===== config.mk =====
export PLATFORM = sky130hd
export DESIGN_NAME = ole_ctrl
export DESIGN_NICKNAME = d
export VERILOG_FILES = /design/src/rtl/ole_pkg.sv /design/src/rtl/ole_ctrl.sv
export VERILOG_INCLUDE_DIRS = /design/src /design/src/rtl
export SDC_FILE = /design/constraint.sdc
export NUM_CORES = 1
export LEC_CHECK = 0
export BUFFER_PORTS_ARGS = -buffer_cell sky130_fd_sc_hd__buf_2
export CAP_MARGIN = 20
export CORE_AREA = 2 2 39 41
export CTS_CLUSTER_SIZE = 28
export DETAILED_ROUTE_END_ITERATION = 10
export DIE_AREA = 0 0 41 43
export PLACE_DENSITY_LB_ADDON = 0.2
export SYNTH_ARGS = -nofsm -noshare
export SYNTH_HDL_FRONTEND = slang
export SYNTH_SLANG_ARGS = --single-unit

===== constraint.sdc =====
create_clock -name clk -period 1.2 [get_ports clk]
set_input_delay 0.24 -clock clk [delete_from_list [all_inputs] [get_ports clk]]
set_output_delay 0.24 -clock clk [all_outputs]
set_load 0.02 [all_outputs]

===== src/rtl/ordered_list_engine_macros.svh =====
// Assertion macros for the ordered list engine
`ifndef ORDERED_LIST_ENGINE_MACROS_SVH
`define ORDERED_LIST_ENGINE_MACROS_SVH
`ifndef NO_ASSERTIONS
`define OLE_ASSERT(label, clk, rst, prop, msg) \
  label: assert property (@(posedge clk) disable iff (rst) prop) else $error(msg);
`define OLE_ASSERT_ALWAYS(label, clk, prop, msg) \
  label: assert property (@(posedge clk) prop) else $error(msg);
`else
`define OLE_ASSERT(label, clk, rst, prop, msg)
`define OLE_ASSERT_ALWAYS(label, clk, prop, msg)
`endif
`endif


===== src/rtl/ole_pkg.sv =====
package ole_pkg;
  localparam logic [3:0] OP_CLEAR     = 4'd0;
  localparam logic [3:0] OP_INSERT    = 4'd1;
  localparam logic [3:0] OP_APPEND    = 4'd2;
  localparam logic [3:0] OP_PREPEND   = 4'd3;
  localparam logic [3:0] OP_DEL_KEY   = 4'd4;
  localparam logic [3:0] OP_DEL_LAST  = 4'd5;
  localparam logic [3:0] OP_DEL_FIRST = 4'd6;
  localparam logic [3:0] OP_REVERSE   = 4'd7;
  localparam logic [3:0] OP_DUMP      = 4'd8;

  localparam logic [1:0] ST_OK       = 2'd0;
  localparam logic [1:0] ST_EMPTY    = 2'd1;
  localparam logic [1:0] ST_NOTFOUND = 2'd2;
  localparam logic [1:0] ST_FULL     = 2'd3;

  // controller to datapath
  typedef struct packed {
    logic       load;      // capture operation and key
    logic       edit;      // apply the held operation to the cells
    logic       dump_init; // start a dump at the head
    logic       dump_step; // advance dump position
    logic       emit;      // load output register
  } ole_cmd_t;

  // datapath to controller
  typedef struct packed {
    logic is_dump;
    logic empty;
    logic dump_end;   // position at last key
  } ole_stat_t;
endpackage


===== src/rtl/ole_ctrl.sv =====
module ole_ctrl
  import ole_pkg::*;
(
  input  logic clk,
  input  logic rst,
  input  logic in_valid,
  output logic in_ready,
  output logic out_valid,
  input  logic out_ready,
  input  ole_stat_t stat,
  output ole_cmd_t  cmd
);
`include "ordered_list_engine_macros.svh"
  localparam logic [1:0] S_IDLE = 2'd0;
  localparam logic [1:0] S_EXEC = 2'd1;
  localparam logic [1:0] S_DUMP = 2'd2;

  logic [1:0] state, state_next;
  logic out_free;
  logic dump_more; // held low and never set here, so it never blocks in_ready

  assign out_free = !out_valid || out_ready;
  assign in_ready = (state == S_IDLE) && !dump_more;

  always_comb begin
    state_next = state;
    cmd = '0;
    cmd.load = in_valid && in_ready;
    unique case (state)
      S_IDLE: if (in_valid && in_ready) state_next = S_EXEC;
      S_EXEC: begin
        if (stat.is_dump) begin
          cmd.dump_init = 1'b1;
          state_next = S_DUMP;
        end else if (out_free) begin
          cmd.edit = 1'b1;
          cmd.emit = 1'b1;
          state_next = S_IDLE;
        end
      end
      S_DUMP: if (out_free) begin
        cmd.emit = 1'b1;
        cmd.dump_step = 1'b1;
        if (stat.empty || stat.dump_end) state_next = S_IDLE;
      end
      default: state_next = S_IDLE;
    endcase
  end

  always_ff @(posedge clk) begin
    if (rst) begin
      state <= S_IDLE;
      out_valid <= 1'b0;
      dump_more <= 1'b0;
    end else begin
      state <= state_next;
      dump_more <= 1'b0;
      if (cmd.emit) out_valid <= 1'b1;
      else if (out_ready) out_valid <= 1'b0;
    end
  end

  `OLE_ASSERT(a_emit_free, clk, rst, cmd.emit |-> out_free, "emit over held word")
  `OLE_ASSERT(a_no_load_busy, clk, rst, cmd.load |-> state == S_IDLE, "load while busy")
  `OLE_ASSERT(a_exec_follows, clk, rst, cmd.load |=> state == S_EXEC, "load not executed")
endmodule


==> flow_metrics.py, run 1 <==
metrics = {
    "run_status": {
        "status": "finished, violations left",
        "violations": "negative setup slack",
    },
    "timing": {
        "period_share_pct": 124,
        "hold_violations": 0,
        "finalCriticalPeriod_ns": 1.49,
        "worst_pin_slew_ns": 0.212,
        "max_slew_margin_pct": 85.9,
        "rsz0062_at_grt": "yes",
        "fin_setup_tns_ns": -1.57,
        "finalSetupViolCount": 8,
        "report.final.slew_viol_count": 0,
        "max_freq_mhz": 670,
        "worst_clock_skew_ns": 0.000598,
        "layout_setup_ws_ns": -0.293,
    },
    "die": {
        "start_util_pct": 19.2,
        "rows": 14,
        "io_pins": 14,
        "die_w_um": 41,
        "die_y_um": 43,
        "coreArea_um2": 1380,
        "dieArea_um2": 1760,
    },
    "critical_path": {
        "crit_required_ns": 0.96,
        "endpoint_kind": "output pin",
        "crit_fanout": 2,
        "r2r-end": "state[1]",
        "critical_path.startpoint": "state[1]",
        "worstSetupPathType": "reg -> out",
        "critPathCapture": "cmd[0]",
        "reg2reg_depth": 7,
        "rrSetupSlack_ns": -0.24,
        "r2r-start": "state[1]",
        "arrival_ns": 1.25,
        "start_kind": "register",
    },
    "routing": {
        "via_count": 286,
        "post-route-drc-count": 0,
        "wl_per_cell_um": 10.1,
        "routed_wl_um": 698,
        "postRouteAntennaNets": 0,
        "drtIter0Drc": 4,
        "drt-pass1-iter-count": 4,
        "viasPerCell": 4.14,
    },
    "yosys": {
        "synth_top_area_cell": "dfxtp_1",
        "ys_ff_latch": 3,
        "synth.net_count": 40,
        "synth_area_um2": 265,
        "yosysSeqAreaShare_pct": 22.6,
        "synthDistinctLibCells": 15,
        "synth.area.top_cells": "dfxtp_1 23%, ha_1 19%, nor2b_4 10%, and2_1 9.4%, a41o_1 7.5%",
        "synth_top_area_share_pct": 22.6,
        "synth_cells": 29,
        "synth.yosys.warnings": 0,
        "syn_avg_cell_area_um2": 9.15,
    },
    "min_path": {
        "hold_path_class": "in -> reg",
    },
    "placement": {
        "dp_hpwl_um": 492,
        "dpl_cell_area_um2": 394,
        "pre_cts_slack_ns": -0.112,
        "gp_congestion": 0.586,
        "port_buffers": 13,
    },
    "finish": {
        "n_antenna_cell": 0,
        "seq_area_um2": 66.3,
        "area_growth_pct": 115,
        "final_util_pct": 41.1,
        "drive_gt1_share_pct": 81.1,
        "design_area_um2": 569,
        "fill_cells": 153,
        "nets": 65,
        "multi_input_area_um2": 262,
    },
    "global_routing": {
        "grt_pass1_vias": 285,
        "grt_overflow": 0,
        "grt_max_degree": 5,
        "grt_pass1_wl_mm": 1.12,
        "met2_usage_pct": 14.4,
        "antenna_found_initial": 0,
        "grt-busiest-layer": "met2",
        "met1_usage_pct": 11.2,
        "grt_use_total_pct": 9.33,
        "grtUsageMet3_pct": 1.57,
    },
    "power": {
        "power_mw": 0.646,
        "power.density_nw_per_um2": 1140,
        "peakVddDrop_uv": 466,
        "power.leakage_nw": 0.258,
    },
    "cts": {
        "cts_tree": "yes",
        "clk_latency_ns": 0.23,
        "clk_root_buffer_cell": "clkbuf_4",
        "cts_sinks": 3,
        "clk_pin_slew_worst_paths_ns": 0.04,
        "htreeDepth": 1,
        "numCtsBuffers": 3,
        "cts_buffer_depth": 2,
    },
    "job": {
        "cap_violations": 0,
    },
}
## timing repair
action | CTS | global route
resized for setup | 12 | 13
hold buffers | 0 | 0
setup buffers | 4 | 2
pin swaps | 4 | 1
endpoints found under the setup margin | 7 | 8
## layer usage
layer	routed length, um	up-vias	share of wire [%]
met4	0	0	0
met3	22	0	3.2
met5	0	-	0
met2	391	5	56
met1	284	135	41
li1	-	146	-
## layout make-up
class	count	share of cell area (%)
multi-input combinational	22	45.9
timing repair buffer	21	31.4
sequential	3	11.6
clock buffer	4	4.62
tap	16	3.52
inverter	3	2.86
## cells by family after synthesis
logic type	after synthesis	synth area share, %
AO/OA/AOI/OAI	8	23.6
adder cells (fa/ha/maj)	4	18.9
buffers and inverters	4	7.08
flip-flops	3	22.6
AND/OR/NAND/NOR	10	27.8
## worst max-delay path: stages, from the launching register on
cell and delay, ns:
dfxtp_2 0.34, inv_4 0.05, buf_12 0.12, ha_4 0.26
o21ai_4 0.06, nor2_4 0.08, buf_6 0.12
## state kept, by name, indices dropped and copies added, names as in the netlist
register	count
out_valid	1
state	2
## cell usage after synthesis
cell type  number
nor2_1          2
nor2b_1         1
o21ai_2         1
nor2b_4         2
buf_4           1
dfxtp_1         3
and2_1          4
a41o_1          2
o21ai_0         1
a21oi_2         1
or2b_1          1
a211oi_1        2
inv_1           3
ha_1            4
a21oi_1         1
## per-stage QoR
stage / hold WS, ns / std cells
after floorplan: 0.309 / 29
after global placement: 0.458 / 59
after detailed placement: 0.472 / 59
after CTS: 0.225 / 67
after global routing: 0.206 / 69
final: 0.218 / 69
## how the worst min path moves through the flow
stage	start	to	slack, ns	cells past startpoint
final	rst	out_valid	0.22	2
after global routing	rst	out_valid	0.21	2
after CTS	rst	out_valid	0.23	2
after detailed placement	rst	out_valid	0.47	2
after global placement	rst	out_valid	0.46	2
after floorplan	rst	out_valid	0.31	1
## power by group
part           internal (mW)  total [mW]  switching (mW)
registers              0.116       0.132          0.0158
clock network          0.124       0.175          0.0503
logic                  0.196       0.340           0.144
## cell usage in the layout, fill, tap and decap left out, drive strengths merged
master / netlist / routed
nor2: 2 / 2
or2b: 1 / 1
dfxtp: 3 / 3
a41o: 2 / 2
o21ai: 2 / 2
nor2b: 3 / 3
and2: 4 / 4
ha: 4 / 4
a21oi: 2 / 2
clkbuf: 0 / 4
buf: 1 / 21
a211oi: 2 / 2
inv: 3 / 3
(Power assumes the default switching activity.)
==> inputs of run 2 (changes only) <==
RECOVER_POWER = 25   (was unset)
==> flow_metrics.py, run 2 (synthesis results as in run 1) <==
metrics = {
    "die": {
        "die_w_um": 41,
        "start_util_pct": 19.2,
        "io_pins": 14,
        "dieArea_um2": 1760,
        "coreArea_um2": 1380,
        "rows": 14,
        "die_y_um": 43,
    },
    "critical_path": {
        "worstSetupPathType": "reg -> out",
        "crit_family": "flip-flops",
        "crit_fanout": 2,
        "start_kind": "register",
        "crit_required_ns": 0.96,
        "critPathBufInv": 3,
        "critPathSlowestCell": "dfxtp_2",
        "endpoint_kind": "output pin",
        "crit_chain": "inv_4 -> buf_12 -> ha_4 -> o21ai_4 -> nor2_4 -> buf_6",
        "arrival_ns": 1.25,
        "max_stage_delay_ns": 0.34,
    },
    "finish": {
        "nets": 65,
        "n_antenna_cell": 0,
        "drive_gt1_share_pct": 79.2,
        "design_area_um2": 568,
        "top_register": "state",
        "mostFrequentLayoutCells": "7 x buf_6, 6 x buf_2, 6 x buf_4",
        "area_growth_pct": 114,
        "mostFrequentLayoutCell": "buf_6",
        "fill_cells": 154,
        "top_regs": "state: 2 flops, out_valid: 1 flops",
        "largest_reg_flops": 2,
    },
    "cts": {
        "clk_root_buffer_cell": "clkbuf_4",
        "cts_sinks": 3,
        "clk_latency_ns": 0.23,
        "cts_buffer_depth": 2,
        "cts_hold_buf": 0,
        "cts_tree": "yes",
        "numCtsBuffers": 3,
        "htreeDepth": 1,
        "clk_pin_slew_worst_paths_ns": 0.04,
    },
    "run_status": {
        "violations": "negative setup slack",
        "status": "finished, violations left",
    },
    "timing": {
        "worst_clock_skew_ns": 0.000598,
        "max_freq_mhz": 670,
        "layout_setup_ws_ns": -0.293,
        "worst_pin_slew_ns": 0.243,
        "report.final.slew_viol_count": 0,
        "finalCriticalPeriod_ns": 1.49,
        "finalSetupViolCount": 8,
        "period_share_pct": 124,
        "hold_violations": 0,
        "rsz0062_at_grt": "yes",
        "max_slew_margin_pct": 83.8,
    },
    "power": {
        "power.density_nw_per_um2": 1140,
        "peakVddDrop_uv": 466,
        "power.leakage_nw": 0.254,
        "power_mw": 0.646,
    },
    "min_path": {
        "hold_path_class": "in -> reg",
    },
    "placement": {
        "dpl_cell_area_um2": 394,
        "gp_congestion": 0.586,
        "port_buffers": 13,
        "dp_hpwl_um": 492,
    },
    "routing": {
        "postRouteAntennaNets": 0,
        "viasPerCell": 4.14,
        "drt-pass1-iter-count": 4,
        "routed_wl_um": 698,
        "via_count": 286,
        "wl_per_cell_um": 10.1,
        "post-route-drc-count": 0,
        "drtIter0Drc": 4,
    },
    "global_routing": {
        "grt_max_degree": 5,
        "grt_overflow": 0,
        "grt_use_total_pct": 9.33,
        "grt_pass1_vias": 285,
        "antenna_found_initial": 0,
        "grt_pass1_wl_mm": 1.12,
    },
    "job": {
        "cap_violations": 0,
    },
}
[run 2: repair_timing]
item | in CTS | in global routing
resized for setup | 12 | 13
setup buffers | 4 | 2
endpoints found under the setup margin | 7 | 8
pin swaps | 4 | 1
[run 2: per-stage QoR]
stage / cells / setup TNS, ns / utilization (%) / setup WS (ns) / hold slack (ns)
floorplan: 29 / -0.0287 / - / -0.0144 / 0.309
global placement: 59 / -0.383 / 28.5 / -0.128 / 0.458
detailed placement: 59 / -0.359 / 28.5 / -0.112 / 0.472
CTS: 67 / -1.65 / 36.5 / -0.305 / 0.225
global route: 69 / -2.01 / 41.0 / -0.340 / 0.206
finish: 69 / -1.57 / 41.0 / -0.293 / 0.218
[run 2: cell type report]
cell class              instances  area [um^2]  area share (%)
multi-input cells              22          262            46.0
inverters                       3         16.3            2.86
well taps                      16         20.0            3.52
flip-flops and latches          3         66.3            11.7
repair buffers                 21          178            31.3
clock buffers                   4         26.3            4.63
[run 2: path summary, 6_finish.rpt]
check | slack (ns) | cells after the start | from | end
min | 0.22 | 2 | rst | out_valid
max reg2reg | -0.24 | 7 | state[1] | state[1]
max | -0.29 | 6 | state[1] | cmd[0]
min reg2reg | 0.62 | 2 | out_valid | out_valid
[run 2: power by group]
part / switching (mW) / total [mW] / internal (mW)
clock network: 0.0503 / 0.175 / 0.124
logic: 0.144 / 0.339 / 0.195
registers: 0.0159 / 0.132 / 0.116
total: 0.210 / 0.646 / 0.435
[run 2: per-layer routing]
layer	GRT usage, %	share of wire [%]	vias to the layer above
li1	-	-	146
met1	11.2	41	135
met2	14.4	56	5
met3	1.57	3.2	0
met4	6.00	0	0
met5	0	0	-
==> inputs of run 3 (changes only) <==
CELL_PAD_IN_SITES_DETAIL_PLACEMENT = 1   (was unset)
CELL_PAD_IN_SITES_GLOBAL_PLACEMENT = 2   (was unset)
CORE_AREA = unset   (was 2 2 39 41)
CORE_MARGIN = 2   (was unset)
CORE_UTILIZATION = 19   (was unset)
DIE_AREA = unset   (was 0 0 41 43)
==> flow_metrics.py, run 3 (synthesis results as in run 1) <==
metrics = {
    "power": {
        "switching_share_pct": 32.4,
        "p_switching_mw": 0.198,
        "p_int_mw": 0.411,
        "power_mw": 0.609,
        "power.leakage_nw": 0.237,
        "power.density_nw_per_um2": 1170,
        "combPwrFrac_pct": 50.4,
        "pwr-share-clk_pct": 28.2,
        "peakVddDrop_uv": 508,
        "p_seq_share_pct": 21.4,
    },
    "timing": {
        "max_slew_margin_pct": 83.1,
        "rsz0062_at_grt": "yes",
        "finalSetupViolCount": 7,
        "report.final.slew_viol_count": 0,
        "max_freq_mhz": 673,
        "finalCriticalPeriod_ns": 1.49,
        "worst_pin_slew_ns": 0.253,
        "period_share_pct": 124,
        "layout_setup_ws_ns": -0.285,
        "hold_violations": 0,
        "worst_clock_skew_ns": 0.00128,
    },
    "finish": {
        "seq_area_um2": 65.1,
        "nets": 64,
        "stdcell_count": 67,
        "top_regs": "state: 2 flops, out_valid: 1 flops",
        "area_growth_pct": 95.8,
        "top_register": "state",
        "mostFrequentLayoutCells": "7 x buf_2, 7 x buf_4, 5 x buf_6",
        "largest_reg_flops": 2,
        "fill_cells": 158,
        "multi_input_area_um2": 245,
        "n_antenna_cell": 0,
        "drive_gt1_share_pct": 73.1,
    },
    "routing": {
        "top_layer_used": "met3",
        "viasPerCell": 4.25,
        "drtIter0Drc": 0,
        "via_count": 285,
        "wl_met3_um": 36,
        "postRouteAntennaNets": 0,
        "wl_per_cell_um": 10.9,
        "post-route-drc-count": 0,
        "drt-pass1-iter-count": 1,
        "routed_wl_um": 732,
        "routed-wl-met2_um": 379,
        "wl_met1_um": 316,
    },
    "placement": {
        "gp_congestion": 0.698,
        "port_buffers": 13,
        "dp_hpwl_um": 584,
        "dp_cells": 59,
    },
    "die": {
        "start_util_pct": 20.4,
        "die_w_um": 41.4,
        "io_pins": 14,
        "coreArea_um2": 1300,
        "rows": 13,
        "dieArea_um2": 1710,
        "die_y_um": 41.4,
    },
    "cts": {
        "htreeDepth": 1,
        "cts_tree": "yes",
        "cts_buffer_depth": 2,
        "numCtsBuffers": 3,
        "clk_latency_ns": 0.23,
        "cts_sinks": 3,
        "clk_pin_slew_worst_paths_ns": 0.04,
        "clk_root_buffer_cell": "clkbuf_4",
    },
    "min_path": {
        "whs_endpoint": "out_valid",
        "hold_depth": 2,
        "hold_path_class": "in -> reg",
        "min-delay-start": "rst",
    },
    "run_status": {
        "violations": "negative setup slack",
        "status": "finished, violations left",
    },
    "critical_path": {
        "r2r-start": "state[1]",
        "r2r-end": "state[0]",
        "reg2reg_depth": 7,
        "rrSetupSlack_ns": -0.25,
        "worstSetupPathType": "reg -> out",
        "crit_required_ns": 0.96,
        "start_kind": "register",
        "crit_fanout": 3,
        "arrival_ns": 1.25,
        "endpoint_kind": "output pin",
    },
    "global_routing": {
        "grt_overflow": 0,
        "grt_pass1_wl_mm": 1.09,
        "grt_max_degree": 5,
        "antenna_found_initial": 0,
        "grt_pass1_vias": 285,
        "grt_use_total_pct": 10.3,
    },
    "job": {
        "cap_violations": 0,
    },
}
-- run 3: area by class of cell --
type / count / share of cell area (%)
Clock buffer: 4 / 5.06
Inverter: 3 / 3.13
Multi-Input combinational cell: 22 / 47.2
Sequential cell: 3 / 12.5
Tap cell: 15 / 3.61
Timing Repair Buffer: 20 / 28.4
-- run 3: per-layer routing --
metal	vias to the layer above	global-route usage, %
met4	0	7.26
met1	132	11.2
met3	0	3.19
met2	9	16.8
li1	144	-
met5	-	0
-- run 3: timing repair --
action,in CTS,in global routing
gates resized for setup,13,5
pin swaps,1,3
setup buffers,3,1
setup endpoints to repair,7,8
hold buffers,0,0
-- run 3: critical path, cell delays in order (launching register included) --
cell	delay [ns]
dfxtp_2	0.35
inv_4	0.05
ha_4	0.15
nor2b_4	0.13
o21ai_4	0.17
nor2_4	0.04
buf_6	0.12
-- run 3: metrics by stage --
stage | setup slack (ns) | instance area (um^2) | util [%] | TNS, ns | hold slack, ns
6_report | -0.285 | 519 | 39.9 | -1.38 | 0.229
5_1_grt | -0.340 | 519 | 39.9 | -1.83 | 0.221
4_1_cts | -0.283 | 499 | 38.4 | -1.48 | 0.219
3_5_place_dp | -0.145 | 400 | 30.8 | -0.471 | 0.467
3_3_place_gp | -0.105 | 400 | 30.8 | -0.362 | 0.465
2_1_floorplan | -0.0144 | 302 | - | -0.0287 | 0.309
-- run 3: how the worst max path moves through the flow --
stage                          end     start
after global placement      cmd[0]  state[1]
after global routing        cmd[0]  state[1]
after CTS                   cmd[0]  state[1]
final                       cmd[0]  state[1]
after floorplan           state[0]  state[1]
after detailed placement  state[0]  state[1]
-- run 3: power groups by stage --
stage	combinational [mW]	clock (mW)	sequential [mW]
floorplan	0.161	0	0.125
global placement	0.223	0	0.124
detailed placement	0.227	0	0.124
CTS	0.290	0.181	0.126
global route	0.334	0.199	0.133
finish	0.307	0.172	0.130
